**config.mk**
```make
export PLATFORM = sky130hd
export DESIGN_NAME = accumulator_core_execute
export DESIGN_NICKNAME = d
export VERILOG_FILES = /design/src/ace_pkg.sv /design/src/ace_div.sv /design/src/ace_datapath.sv /design/src/ace_ctrl.sv /design/src/accumulator_core_execute.sv
export VERILOG_INCLUDE_DIRS = /design/src /design/src/src
export SDC_FILE = /design/constraint.sdc
export NUM_CORES = 2
export LEC_CHECK = 0
export ABC_AREA = 1
export CORE_UTILIZATION = 45
export DETAILED_ROUTE_END_ITERATION = 16
export DONT_BUFFER_PORTS = 1
export PLACE_DENSITY = 0.64
export SYNTH_ARGS = -nofsm -noshare
export SYNTH_HDL_FRONTEND = slang
export SYNTH_HIERARCHICAL = 1
export SYNTH_SLANG_ARGS = --single-unit
```
**constraint.sdc**
```tcl
create_clock -name clk -period 7.5 [get_ports clk]
set_input_delay 0.375 -clock clk [delete_from_list [all_inputs] [get_ports clk]]
set_output_delay 0.375 -clock clk [all_outputs]
set_load 0.05 [all_outputs]
```
**src/accumulator_core_execute_assert.svh**
```systemverilog
// ----------------------------------------------------------------------------
// Accumulator core assertion macros
// Shared property macros for the accumulator core checks.
// ----------------------------------------------------------------------------
`ifndef ACCUMULATOR_CORE_EXECUTE_ASSERT_SVH
`define ACCUMULATOR_CORE_EXECUTE_ASSERT_SVH

// Same-cycle implication, disabled during reset.
`define ACE_ASSERT_IMPL(label, clk, rst_n, ante, cons) \
  label: assert property (@(posedge clk) disable iff (!rst_n) (ante) |-> (cons)) \
    else $error("assertion failed");

// Next-cycle implication, disabled during reset.
`define ACE_ASSERT_NEXT(label, clk, rst_n, ante, cons) \
  label: assert property (@(posedge clk) disable iff (!rst_n) (ante) |=> (cons)) \
    else $error("assertion failed");

`endif

```
**src/ace_pkg.sv**
```systemverilog
// ----------------------------------------------------------------------------
// Accumulator core package
// Opcodes, status codes, controller states and the control structs.
// ----------------------------------------------------------------------------
package ace_pkg;

  localparam int unsigned MEMORY_WORDS = 256;
  localparam int unsigned WORD_W = 32;
  localparam int unsigned PC_W = 9;
  localparam int unsigned START_W = 8;

  localparam logic [7:0] OP_ADD   = 8'd1;
  localparam logic [7:0] OP_SUB   = 8'd2;
  localparam logic [7:0] OP_LOAD  = 8'd3;
  localparam logic [7:0] OP_STORE = 8'd4;
  localparam logic [7:0] OP_MUL   = 8'd5;
  localparam logic [7:0] OP_DIV   = 8'd6;
  localparam logic [7:0] OP_AND   = 8'd7;
  localparam logic [7:0] OP_OR    = 8'd8;
  localparam logic [7:0] OP_JMP   = 8'd9;
  localparam logic [7:0] OP_JZ    = 8'd10;

  localparam logic [2:0] STAT_OK        = 3'd0;
  localparam logic [2:0] STAT_DIV_ZERO  = 3'd1;
  localparam logic [2:0] STAT_BAD_JUMP  = 3'd2;
  localparam logic [2:0] STAT_BAD_OP    = 3'd3;
  localparam logic [2:0] STAT_BAD_STORE = 3'd4;
  localparam logic [2:0] STAT_IGNORED   = 3'd5;

  localparam logic       CFG_REGION_START = 1'b0;
  localparam logic       CFG_REGION_END   = 1'b1;

  localparam logic [PC_W-1:0] PC_STEP        = 9'd2;
  localparam logic [PC_W-1:0] REGION_END_RST = 9'd19;
  localparam logic [WORD_W-1:0] MEM_LIMIT    = WORD_W'(MEMORY_WORDS);

  typedef enum logic [1:0] {
    ST_IDLE,
    ST_DIV,
    ST_EXEC
  } state_t;

  typedef struct packed {
    logic load;
    logic div_start;
    logic commit;
  } ctrl_cmd_t;

  typedef struct packed {
    logic need_div;
    logic div_done;
  } dp_status_t;

endpackage

```
**src/ace_div.sv**
```systemverilog
// ----------------------------------------------------------------------------
// Accumulator core divider
// Signed 32-bit restoring divider, one quotient bit per cycle.
// ----------------------------------------------------------------------------
module ace_div (
  input  logic        clk,
  input  logic        rst_n,
  input  logic        start,
  input  logic [31:0] dividend,
  input  logic [31:0] divisor,
  output logic        done,
  output logic [31:0] quotient
);

  logic        busy_r, busy_nxt;
  logic        done_r, done_nxt;
  logic [4:0]  cnt_r, cnt_nxt;
  logic [31:0] rem_r, rem_nxt;
  logic [31:0] quo_r, quo_nxt;
  logic [31:0] dvs_r, dvs_nxt;
  logic        neg_r, neg_nxt;
  logic [32:0] rem_sh;
  logic [32:0] diff;

  assign rem_sh = {rem_r, quo_r[31]};
  assign diff   = rem_sh - {1'b0, dvs_r};

  always_comb begin
    busy_nxt = busy_r;
    done_nxt = 1'b0;
    cnt_nxt  = cnt_r;
    rem_nxt  = rem_r;
    quo_nxt  = quo_r;
    dvs_nxt  = dvs_r;
    neg_nxt  = neg_r;
    if (start) begin
      busy_nxt = 1'b1;
      cnt_nxt  = 5'd0;
      rem_nxt  = 32'd0;
      quo_nxt  = dividend[31] ? (~dividend + 32'd1) : dividend;
      dvs_nxt  = divisor[31] ? (~divisor + 32'd1) : divisor;
      neg_nxt  = dividend[31] ^ divisor[31];
    end else if (busy_r) begin
      if (!diff[32]) begin
        rem_nxt = diff[31:0];
        quo_nxt = {quo_r[30:0], 1'b1};
      end else begin
        rem_nxt = rem_sh[31:0];
        quo_nxt = {quo_r[30:0], 1'b0};
      end
      cnt_nxt = cnt_r + 5'd1;
      if (cnt_r == 5'd31) begin
        busy_nxt = 1'b0;
        done_nxt = 1'b1;
      end
    end
  end

  always_ff @(posedge clk) begin
    if (!rst_n) begin
      busy_r <= 1'b0;
      done_r <= 1'b0;
      cnt_r  <= 5'd0;
    end else begin
      busy_r <= busy_nxt;
      done_r <= done_nxt;
      cnt_r  <= cnt_nxt;
    end
  end

  always_ff @(posedge clk) begin
    rem_r <= rem_nxt;
    quo_r <= quo_nxt;
    dvs_r <= dvs_nxt;
    neg_r <= neg_nxt;
  end

  assign done     = done_r;
  assign quotient = neg_r ? (~quo_r + 32'd1) : quo_r;

endmodule

```
**src/ace_datapath.sv**
```systemverilog
// ----------------------------------------------------------------------------
// Accumulator core datapath
// Architectural state, instruction execution and the result registers.
// ----------------------------------------------------------------------------
module ace_datapath (
  input  logic                clk,
  input  logic                rst_n,
  input  ace_pkg::ctrl_cmd_t  cmd,
  output ace_pkg::dp_status_t sts,
  input  logic [7:0]          in_opcode,
  input  logic [31:0]         in_operand_word,
  input  logic                cfg_we,
  input  logic                cfg_index,
  input  logic [8:0]          cfg_wdata,
  output logic [8:0]          out_next_pc,
  output logic [31:0]         out_acc_value,
  output logic                out_store_valid,
  output logic [7:0]          out_store_address,
  output logic [31:0]         out_store_data,
  output logic [2:0]          out_status,
  output logic                out_halted
);

  logic [7:0]  op_r;
  logic [31:0] arg_r;
  logic [31:0] acc_r, acc_nxt;
  logic [8:0]  pc_r, pc_nxt;
  logic        zero_r, zero_nxt;
  logic        halt_r, halt_nxt;
  logic [7:0]  rs_r;
  logic [8:0]  re_r;

  logic [8:0]  opc_r;
  logic [31:0] oacc_r;
  logic        ostv_r, stv_nxt;
  logic [7:0]  osta_r, sta_nxt;
  logic [31:0] ostd_r, std_nxt;
  logic [2:0]  ostat_r, stat_nxt;

  logic [31:0] mul_lo;
  logic [31:0] div_q;
  logic        div_done;
  logic        need_div;
  logic        jump_ok;
  logic        pc_ok;
  logic        jumped;
  logic [8:0]  pc_inc;

  ace_div u_div (
    .clk      (clk),
    .rst_n    (rst_n),
    .start    (cmd.div_start),
    .dividend (acc_r),
    .divisor  (in_operand_word),
    .done     (div_done),
    .quotient (div_q)
  );

  assign need_div = !halt_r && (in_opcode == ace_pkg::OP_DIV) &&
                    (in_operand_word != 32'd0);
  assign sts      = '{need_div: need_div, div_done: div_done};

  assign mul_lo  = acc_r * arg_r;
  assign pc_inc  = pc_r + ace_pkg::PC_STEP;
  assign jump_ok = !arg_r[31] && (arg_r >= {24'd0, rs_r}) && (arg_r < {23'd0, re_r});

  always_comb begin
    acc_nxt  = acc_r;
    stv_nxt  = 1'b0;
    sta_nxt  = 8'd0;
    std_nxt  = 32'd0;
    stat_nxt = ace_pkg::STAT_OK;
    jumped   = 1'b0;
    case (op_r)
      ace_pkg::OP_ADD:  acc_nxt = acc_r + arg_r;
      ace_pkg::OP_SUB:  acc_nxt = acc_r - arg_r;
      ace_pkg::OP_LOAD: acc_nxt = arg_r;
      ace_pkg::OP_MUL:  acc_nxt = mul_lo;
      ace_pkg::OP_AND:  acc_nxt = acc_r & arg_r;
      ace_pkg::OP_OR:   acc_nxt = acc_r | arg_r;
      ace_pkg::OP_DIV: begin
        if (arg_r == 32'd0) begin
          stat_nxt = ace_pkg::STAT_DIV_ZERO;
        end else begin
          acc_nxt = div_q;
        end
      end
      ace_pkg::OP_STORE: begin
        if (!arg_r[31] && (arg_r < ace_pkg::MEM_LIMIT)) begin
          stv_nxt = 1'b1;
          sta_nxt = arg_r[7:0];
          std_nxt = acc_r;
        end else begin
          stat_nxt = ace_pkg::STAT_BAD_STORE;
        end
      end
      ace_pkg::OP_JMP, ace_pkg::OP_JZ: begin
        if ((op_r == ace_pkg::OP_JMP) || zero_r) begin
          if (jump_ok) begin
            jumped = 1'b1;
          end else begin
            stat_nxt = ace_pkg::STAT_BAD_JUMP;
          end
        end
      end
      default: stat_nxt = ace_pkg::STAT_BAD_OP;
    endcase
    pc_nxt   = jumped ? arg_r[8:0] : pc_inc;
    zero_nxt = (acc_nxt == 32'd0);
    pc_ok    = (pc_nxt >= {1'b0, rs_r}) && (pc_nxt < re_r);
    halt_nxt = (stat_nxt != ace_pkg::STAT_OK) || !pc_ok;
  end

  always_ff @(posedge clk) begin
    if (!rst_n) begin
      acc_r  <= 32'd0;
      pc_r   <= 9'd0;
      zero_r <= 1'b0;
      halt_r <= 1'b0;
      rs_r   <= 8'd0;
      re_r   <= ace_pkg::REGION_END_RST;
    end else begin
      if (cmd.commit && !halt_r) begin
        acc_r  <= acc_nxt;
        pc_r   <= pc_nxt;
        zero_r <= zero_nxt;
        halt_r <= halt_nxt;
      end
      if (cfg_we) begin
        case (cfg_index)
          ace_pkg::CFG_REGION_START: begin
            rs_r <= cfg_wdata[7:0];
            pc_r <= {1'b0, cfg_wdata[7:0]};
          end
          ace_pkg::CFG_REGION_END: re_r <= cfg_wdata;
          default: ;
        endcase
      end
    end
  end

  always_ff @(posedge clk) begin
    if (cmd.load) begin
      op_r  <= in_opcode;
      arg_r <= in_operand_word;
    end
    if (cmd.commit) begin
      if (halt_r) begin
        opc_r   <= pc_r;
        oacc_r  <= acc_r;
        ostv_r  <= 1'b0;
        osta_r  <= 8'd0;
        ostd_r  <= 32'd0;
        ostat_r <= ace_pkg::STAT_IGNORED;
      end else begin
        opc_r   <= pc_nxt;
        oacc_r  <= acc_nxt;
        ostv_r  <= stv_nxt;
        osta_r  <= sta_nxt;
        ostd_r  <= std_nxt;
        ostat_r <= stat_nxt;
      end
    end
  end

  always_ff @(posedge clk) begin
    if (!rst_n) begin
      out_halted <= 1'b0;
    end else if (cmd.commit) begin
      out_halted <= halt_r || halt_nxt;
    end
  end

  assign out_next_pc       = opc_r;
  assign out_acc_value     = oacc_r;
  assign out_store_valid   = ostv_r;
  assign out_store_address = osta_r;
  assign out_store_data    = ostd_r;
  assign out_status        = ostat_r;

endmodule

```
**src/ace_ctrl.sv**
```systemverilog
// ----------------------------------------------------------------------------
// Accumulator core controller
// Sequences accept, divide and commit, and owns both handshakes.
// ----------------------------------------------------------------------------
module ace_ctrl (
  input  logic                clk,
  input  logic                rst_n,
  input  logic                in_valid,
  output logic                in_ready,
  output logic                out_valid,
  input  logic                out_ready,
  input  ace_pkg::dp_status_t sts,
  output ace_pkg::ctrl_cmd_t  cmd
);

  ace_pkg::state_t state_r, state_nxt;
  logic            ovalid_r, ovalid_nxt;
  logic            slot_free;

  assign slot_free = !ovalid_r || out_ready;

  always_comb begin
    state_nxt = state_r;
    case (state_r)
      ace_pkg::ST_IDLE: begin
        if (in_valid) begin
          state_nxt = sts.need_div ? ace_pkg::ST_DIV : ace_pkg::ST_EXEC;
        end
      end
      ace_pkg::ST_DIV: begin
        if (sts.div_done) begin
          state_nxt = ace_pkg::ST_EXEC;
        end
      end
      ace_pkg::ST_EXEC: begin
        if (slot_free) begin
          state_nxt = ace_pkg::ST_IDLE;
        end
      end
      default: state_nxt = ace_pkg::ST_IDLE;
    endcase
  end

  always_comb begin
    in_ready      = (state_r == ace_pkg::ST_IDLE);
    cmd.load      = in_ready && in_valid;
    cmd.div_start = in_ready && in_valid && sts.need_div;
    cmd.commit    = (state_r == ace_pkg::ST_EXEC) && slot_free;
    if (cmd.commit) begin
      ovalid_nxt = 1'b1;
    end else if (out_ready) begin
      ovalid_nxt = 1'b0;
    end else begin
      ovalid_nxt = ovalid_r;
    end
  end

  always_ff @(posedge clk) begin
    if (!rst_n) begin
      state_r  <= ace_pkg::ST_IDLE;
      ovalid_r <= 1'b0;
    end else begin
      state_r  <= state_nxt;
      ovalid_r <= ovalid_nxt;
    end
  end

  assign out_valid = ovalid_r;

endmodule

```
**src/accumulator_core_execute.sv**
```systemverilog
// ----------------------------------------------------------------------------
// Accumulator core execute stage
// Executes one accumulator instruction per item and reports one result.
//
//   Channel  Direction  Handshake            Payload
//   in       input      in_valid/in_ready    opcode, operand word
//   out      output     out_valid/out_ready  pc, acc, store request, status
//   cfg      input      cfg_we               region start, region end
//
// An item passes through accept and commit; a divide by a nonzero operand
// also waits between them for the one-bit-per-cycle divider.
// One item is in work at a time.
// A new item is taken while the previous result waits in the output register.
// A stalled output holds the item in the commit state until the slot frees.
// Reset is synchronous and active low; no clearing pass is needed.
// ----------------------------------------------------------------------------
`include "accumulator_core_execute_assert.svh"

module accumulator_core_execute (
  input  logic               clk,
  input  logic               rst_n,
  input  logic               in_valid,
  output logic               in_ready,
  input  logic [7:0]         in_opcode,
  input  logic signed [31:0] in_operand_word,
  output logic               out_valid,
  input  logic               out_ready,
  output logic [8:0]         out_next_pc,
  output logic signed [31:0] out_acc_value,
  output logic               out_store_valid,
  output logic [7:0]         out_store_address,
  output logic signed [31:0] out_store_data,
  output logic [2:0]         out_status,
  output logic               out_halted,
  input  logic               cfg_we,
  input  logic               cfg_index,
  input  logic [8:0]         cfg_wdata
);

  ace_pkg::ctrl_cmd_t  cmd;
  ace_pkg::dp_status_t sts;

  ace_ctrl u_ctrl (
    .clk       (clk),
    .rst_n     (rst_n),
    .in_valid  (in_valid),
    .in_ready  (in_ready),
    .out_valid (out_valid),
    .out_ready (out_ready),
    .sts       (sts),
    .cmd       (cmd)
  );

  ace_datapath u_dp (
    .clk               (clk),
    .rst_n             (rst_n),
    .cmd               (cmd),
    .sts               (sts),
    .in_opcode         (in_opcode),
    .in_operand_word   (in_operand_word),
    .cfg_we            (cfg_we),
    .cfg_index         (cfg_index),
    .cfg_wdata         (cfg_wdata),
    .out_next_pc       (out_next_pc),
    .out_acc_value     (out_acc_value),
    .out_store_valid   (out_store_valid),
    .out_store_address (out_store_address),
    .out_store_data    (out_store_data),
    .out_status        (out_status),
    .out_halted        (out_halted)
  );

  `ACE_ASSERT_NEXT(a_busy_after_accept, clk, rst_n, in_valid && in_ready, !in_ready)
  `ACE_ASSERT_IMPL(a_error_halts, clk, rst_n, out_valid && (out_status != ace_pkg::STAT_OK), out_halted)
  `ACE_ASSERT_IMPL(a_store_ok, clk, rst_n, out_valid && out_store_valid, out_status == ace_pkg::STAT_OK)
  `ACE_ASSERT_IMPL(a_commit_has_slot, clk, rst_n, cmd.commit && out_valid, out_ready)

endmodule

```
Yosys cells after proc, flatten, opt, wreduce, memory -nomap -nowiden
Index checks and enable logic that the tools add are counted.

Flip-flop bits (word level): 293. Input bits: 55. Output and inout bits: 88. Word-level logic and storage cells: 136.

Add/sub/neg operators: 8. Multiply operators: 1. Magnitude comparators: 5. Equality and inequality tests: 17. Mux-type cells: 35. Bitwise logic cells: 11. Reduce and logical (&&, ||, !) cells: 34.

Operators by type and width (number): 32-bit 2-to-1 mux (7); 32-bit one-hot mux with 7 select lines (1); 32-bit by 1-bit adder with 32-bit output (second input constant) (3); 32-bit NOT (3); 32-bit logical NOT (2); 9-bit 2-to-1 mux (5); 8-bit by 3-bit == test with 1-bit output (second input constant) (5); 33-bit by 32-bit subtractor with 33-bit output (1); 32-bit adder (1); 32-bit bitwise AND (1); 32-bit by 8-bit greater-or-equal comparator with 1-bit output (1); 32-bit by 9-bit less-than comparator with 1-bit output (1); 32-bit by 9-bit less-than comparator with 1-bit output (second input constant) (1); 32-bit by 32-bit multiplier with 32-bit output (1); 32-bit bitwise OR (1); 32-bit nonzero test (1); 32-bit subtractor (1); 31-bit 2-to-1 mux (1); 8-bit by 4-bit == test with 1-bit output (second input constant) (3); 8-bit by 2-bit == test with 1-bit output (second input constant) (2); 1-bit 2-to-1 mux (12); 3-bit one-hot mux with 4 select lines (1); 1-bit logical AND (10); 2-bit 2-to-1 mux (5); 24 further kinds (41).

Depth between registers and ports, before layout
Depth after elaboration: 12. Mapped depth: 40.

Modules after synthesis
The synthesis kept the hierarchy.

Modules (own cells, without submodules): ace_datapath (instances 1, cells each 3789, area each 28687.5 um2, seq. area each 4974.8 um2); ace_div (instances 1, cells each 1461, area each 9231.4 um2, seq. area each 2732.6 um2); ace_ctrl (instances 1, cells each 24, area each 181.4 um2, seq. area each 60.1 um2).

Least setup slack after synthesis
OpenSTA, ideal clock, no wires.

Path kind: flip-flop to flip-flop. Start: reg u_dp.arg_r[5]. End: reg u_dp.oacc_r[29], in the netlist u_dp/out_acc_value[29], data pin. Data arrival time: 7.201 ns. Required time: 7.233 ns. Slack: 0.032 ns. Stages on the path, launching flop included: 31. Buffers on the path: 2. Period minus slack after synthesis: 7.468 ns. Cells stage by stage: edfxtp_1 -> clkbuf_1 -> buf_1 -> nand2_1 -> inv_1 -> fa_1 -> fa_1 -> fa_1 -> inv_1 -> fa_1 -> inv_1 -> fa_1 -> inv_1 -> fa_1 -> inv_1 -> fa_1 -> inv_1 -> fa_1 -> inv_1 -> ha_1 -> a21oi_1 -> nor2_1 -> nor2_1 -> a21boi_0 -> nor2_1 -> a2111o_1 -> or2_2 -> nand3_1 -> nand3_1 -> o22ai_1 -> o21ai_0.

Longest elaborated chain between the ends: 4.

RTL lines: start: declaration (RTL line ace_datapath.sv:25) `logic [31:0] arg_r;`; start signal: assignment (RTL line ace_datapath.sv:145) `arg_r <= in_operand_word;`; parallel branches: the longest is 2 deep, another holds 32-bit by 32-bit multiplier with 32-bit output; 32-bit one-hot mux with 7 select lines * (RTL line ace_datapath.sv:74) `case (op_r)`; 32-bit 2-to-1 mux * (RTL line ace_datapath.sv:148) `if (halt_r) begin`; end signal: assignment (RTL line ace_datapath.sv:150) `oacc_r <= acc_r;`; end signal: assignment (RTL line ace_datapath.sv:157) `oacc_r <= acc_nxt;`; end: declaration (RTL line ace_datapath.sv:34) `logic [31:0] oacc_r;`.

Mark *: on every way between the ends. A chain may end at the register's enable or synchronous reset.

Worst setup path after layout
Start: reg u_dp.acc_r[11]. End: reg u_dp.zero_r.

Longest elaborated chain between the ends: 3.

RTL lines: start: declaration (RTL line ace_datapath.sv:26) `logic [31:0] acc_r, acc_nxt;`; start signal: assignment (RTL line ace_datapath.sv:124) `acc_r <= acc_nxt;`; 32-bit by 32-bit multiplier with 32-bit output (tied with other cells) (RTL line ace_datapath.sv:63) `assign mul_lo = acc_r * arg_r;`; 32-bit one-hot mux with 7 select lines * (RTL line ace_datapath.sv:74); 32-bit logical NOT * (RTL line ace_datapath.sv:109) `zero_nxt = (acc_nxt == 32'd0);`; end signal: assignment (RTL line ace_datapath.sv:126) `zero_r <= zero_nxt;`; end: declaration (RTL line ace_datapath.sv:28) `logic zero_r, zero_nxt;`.

Mark *: on every way between the ends. The rest lies on a longest branch, timed or not.

==> results.py <==
metrics = {
    "synthesis": {
        "ys_warn_count": 6,
        "synth_area_leaders": "fa_1 (22%), edfxtp_1 (15%), nand2_1 (13%)",
        "seq_area_frac_synth": 0.204,
        "ys.flop_type": "edfxtp_1",
        "netlist_area_um2": 38100,
        "synth_edf_count": 190,
        "synth_top_cell_by_area": "fa_1",
        "syn_avg_cell_area_um2": 7.22,
        "netlist-cell-type-count": 58,
        "synth_seq_cells": 293,
        "syn_nets": 5966,
        "synth_top_cell_area_share": 0.215,
        "synthCells": 5274,
        "async_flop_share": 0,
    },
    "global_routing": {
        "grt_pass1_wl_um": 211000,
        "grt_max_degree": 69,
        "grt_overflow": 0,
        "antenna_found_initial": 3,
        "grt_usage": 0.325,
        "grt_pass1_vias": 34800,
    },
    "drt": {
        "dr.pass1.iters": 6,
        "vias_per_cell": 5.29,
        "via_count": 35200,
        "detail-route-antenna-nets": 0,
        "drc": 0,
        "routed_wl_um": 140000,
        "wire_per_inst_um": 21.0,
        "drtIter0Drc": 3522,
    },
    "clock_network": {
        "clock_sinks": 293,
        "cts-root-buf": "clkbuf_16",
        "numCtsBuffers": 36,
        "worstSkewPairLatency_ns": 0.58,
        "cts_tree": "done",
        "path_clk_slew_ns": 0.07,
        "clockBufferDepth": 3,
        "htreeDepth": 2,
    },
    "placed_design": {
        "dp_slack_ns": -0.380,
        "hpwl_um": 110000,
        "gp_congestion": 0.986,
        "dpl_cell_area_um2": 41000,
        "io_buffers": 0,
        "place_inst": 6461,
    },
    "floorplanning": {
        "start_util": 0.455,
        "design.core.area_um2": 83700,
        "placementRows": 106,
        "die_w_um": 293,
        "pin_count": 143,
        "die_h_um": 293,
        "dieArea_um2": 85800,
    },
    "critical_path": {
        "r2r-start": "u_dp/acc_r[11]",
        "crit_slowest_cell": "fa_1",
        "cp_data_arrival_time_ns": 7.96,
        "critPathKind": "reg -> reg",
        "worstSetupStartpointType": "register",
        "worstPathRequired_ns": 7.98,
        "cp_common_cell": "fa_1",
        "slowest_delay_ns": 0.56,
        "r2r-end": "u_dp/zero_r",
        "cp_max_fo": 11,
        "startpoint": "u_dp/acc_r[11]",
        "rrSetupSlack_ns": 0.02,
        "endpoint": "u_dp/zero_r",
        "reg2reg_depth": 31,
        "cp-end-kind": "register",
    },
    "sta": {
        "fmax_ghz": 0.134,
        "post-route-min-period_ns": 7.48,
        "min_period_over_period": 0.997,
        "setup_viol": 0,
        "fin_skew_ns": 0.0362,
        "slew_headroom": 0.164,
        "hold_viol": 0,
        "worst_slew_pin_slew_ns": 1.25,
        "fin_ws_ns": 0.0196,
        "hold_ws_ns": 0.0201,
        "rsz0062_at_grt": "yes",
        "drv_slew": 0,
    },
    "power": {
        "peakVddDrop_uv": 549,
        "leakage_nw": 22.9,
        "power_density_nw_per_um2": 253,
        "seqPwrFrac": 0.173,
        "p_sw_frac": 0.458,
        "clockPowerShare": 0.170,
        "switchingPower_w": 0.00514,
        "power.combinational.fraction": 0.657,
        "internal_power_w": 0.00608,
    },
    "cells_and_area": {
        "layout.nets": 6171,
        "fill_cells": 8118,
        "drive_gt1_frac": 0.122,
        "final_common_cell": "nand2_1",
        "most-common-layout-cells": "nand2_1 (1,338), inv_1 (1,201), fa_1 (395), nor2_1 (326), buf_4 (258)",
        "stdcell_count": 6642,
        "finalCoreUtilization": 0.531,
        "finalInstanceArea_um2": 44400,
        "syn_to_final_growth_pct": 16.6,
    },
    "outcome": {
        "status": "finished, final reports clean",
    },
    "worst_hold_path": {
        "hp-class": "in -> reg",
    },
    "run": {
        "drv_cap": 0,
    },
}
cell type report:
cell class	instances	area, µm²	area share
Clock inverter	22	270	0.00609
Inverter	1254	4710	0.106
Multi-Input combinational cell	3520	25600	0.577
Antenna cell	1	2.50	0.0000563
Sequential cell	293	7780	0.175
Clock buffer	44	1000	0.0226
Timing Repair Buffer	374	3600	0.0810
Tap cell	1134	1420	0.0319
logic make-up after synthesis:
| group | Yosys count | synth area share |
|---|---|---|
| AO/OA/AOI/OAI | 578 | 0.0830 |
| XOR/XNOR | 194 | 0.0446 |
| adder cells (fa/ha/maj) | 637 | 0.290 |
| buffers and inverters | 1461 | 0.147 |
| flip-flops | 293 | 0.204 |
| AND/OR/NAND/NOR | 2111 | 0.231 |
critical path, delay by kind of cell (launching register included):
kind                       cells  cell delay, ns
and+or+nand+nor                7            0.94
adders and majority gates      9            4.45
buffers and inverters         10            0.79
DFF                            1            0.35
AOI/OAI and AO/OA              5            0.84
synthesized netlist by cell type (17+ instances only):
master and n:
clkbuf_1 140, nand2_2 22, buf_1 28, xnor2_1 64, a21oi_1 186, nor3_1 45
nand3b_1 17, xor2_1 130, ha_1 227, o211ai_1 31, buf_2 23, a31oi_1 19
nor2_1 340, nand3_1 178, dfxtp_1 103, or2_2 20, inv_1 1232, o21ai_0 268
nand2_1 1365, nand4_1 51, fa_1 410, edfxtp_1 190
metal layers:
| layer | vias up | GRT usage | wire length (µm) |
|---|---|---|---|
| met5 | - | 0 | 27 |
| met4 | 4 | 0.126 | 5750 |
| met3 | 270 | 0.0550 | 12800 |
| met2 | 1661 | 0.510 | 61900 |
| met1 | 16800 | 0.448 | 59200 |
| li1 | 16400 | - | - |
power groups by stage:
stage / Clock, W / Sequential (W) / Combinational, W
floorplan: 0 / 0.00194 / 0.00341
global placement: 0 / 0.00197 / 0.00540
detailed placement: 0 / 0.00197 / 0.00543
CTS: 0.00194 / 0.00194 / 0.00617
global route: 0.00199 / 0.00194 / 0.00802
finish: 0.00191 / 0.00194 / 0.00737
worst min-delay path by stage:
stage	slack, ns	to	cells past startpoint	start
5_1_grt	0.008	u_dp/u_div/dvs_r[12]	1	in_operand_word[12]
3_5_place_dp	0.46	u_dp/u_div/rem_r[15]	2	u_dp/u_div/rem_r[15]
6_report	0.02	u_dp/u_div/dvs_r[9]	1	in_operand_word[9]
2_1_floorplan	0.44	u_dp/u_div/cnt_r[4]	2	u_dp/u_div/cnt_r[4]
3_3_place_gp	0.46	u_dp/u_div/cnt_r[4]	2	u_dp/u_div/cnt_r[4]
4_1_cts	0.0003	u_dp/re_r[7]	2	cfg_wdata[7]
state kept, by name, summed over array words and instances, names as in the netlist, 2 cells and up:
register	flops
u_ctrl/state_r	2
u_dp/acc_r	32
u_dp/arg_r	32
u_dp/op_r	8
u_dp/out_acc_value	32
u_dp/out_next_pc	9
u_dp/out_status	3
u_dp/out_store_address	8
u_dp/out_store_data	32
u_dp/pc_r	9
u_dp/re_r	9
u_dp/rs_r	8
u_dp/u_div/cnt_r	5
u_dp/u_div/dvs_r	32
u_dp/u_div/quo_r	32
u_dp/u_div/rem_r	32
through the flow:
stage	setup TNS, ns	total power, W
floorplan	0	0.00535
global placement	-1.14	0.00737
detailed placement	-1.61	0.00740
CTS	-0.00818	0.0101
global route	-1.30	0.0120
finish	0	0.0112
timing repair:
item | CTS | global route
resized for setup | 102 | 173
hold endpoints to repair | 103 | 0
buffers inserted | 24 | 29
hold buffers | 57 | 0
pin swaps | 55 | 154
endpoints found under the setup margin | 13 | 27
cloned | 2 | 4
Note: power is estimated with default switching activity, not from simulation.
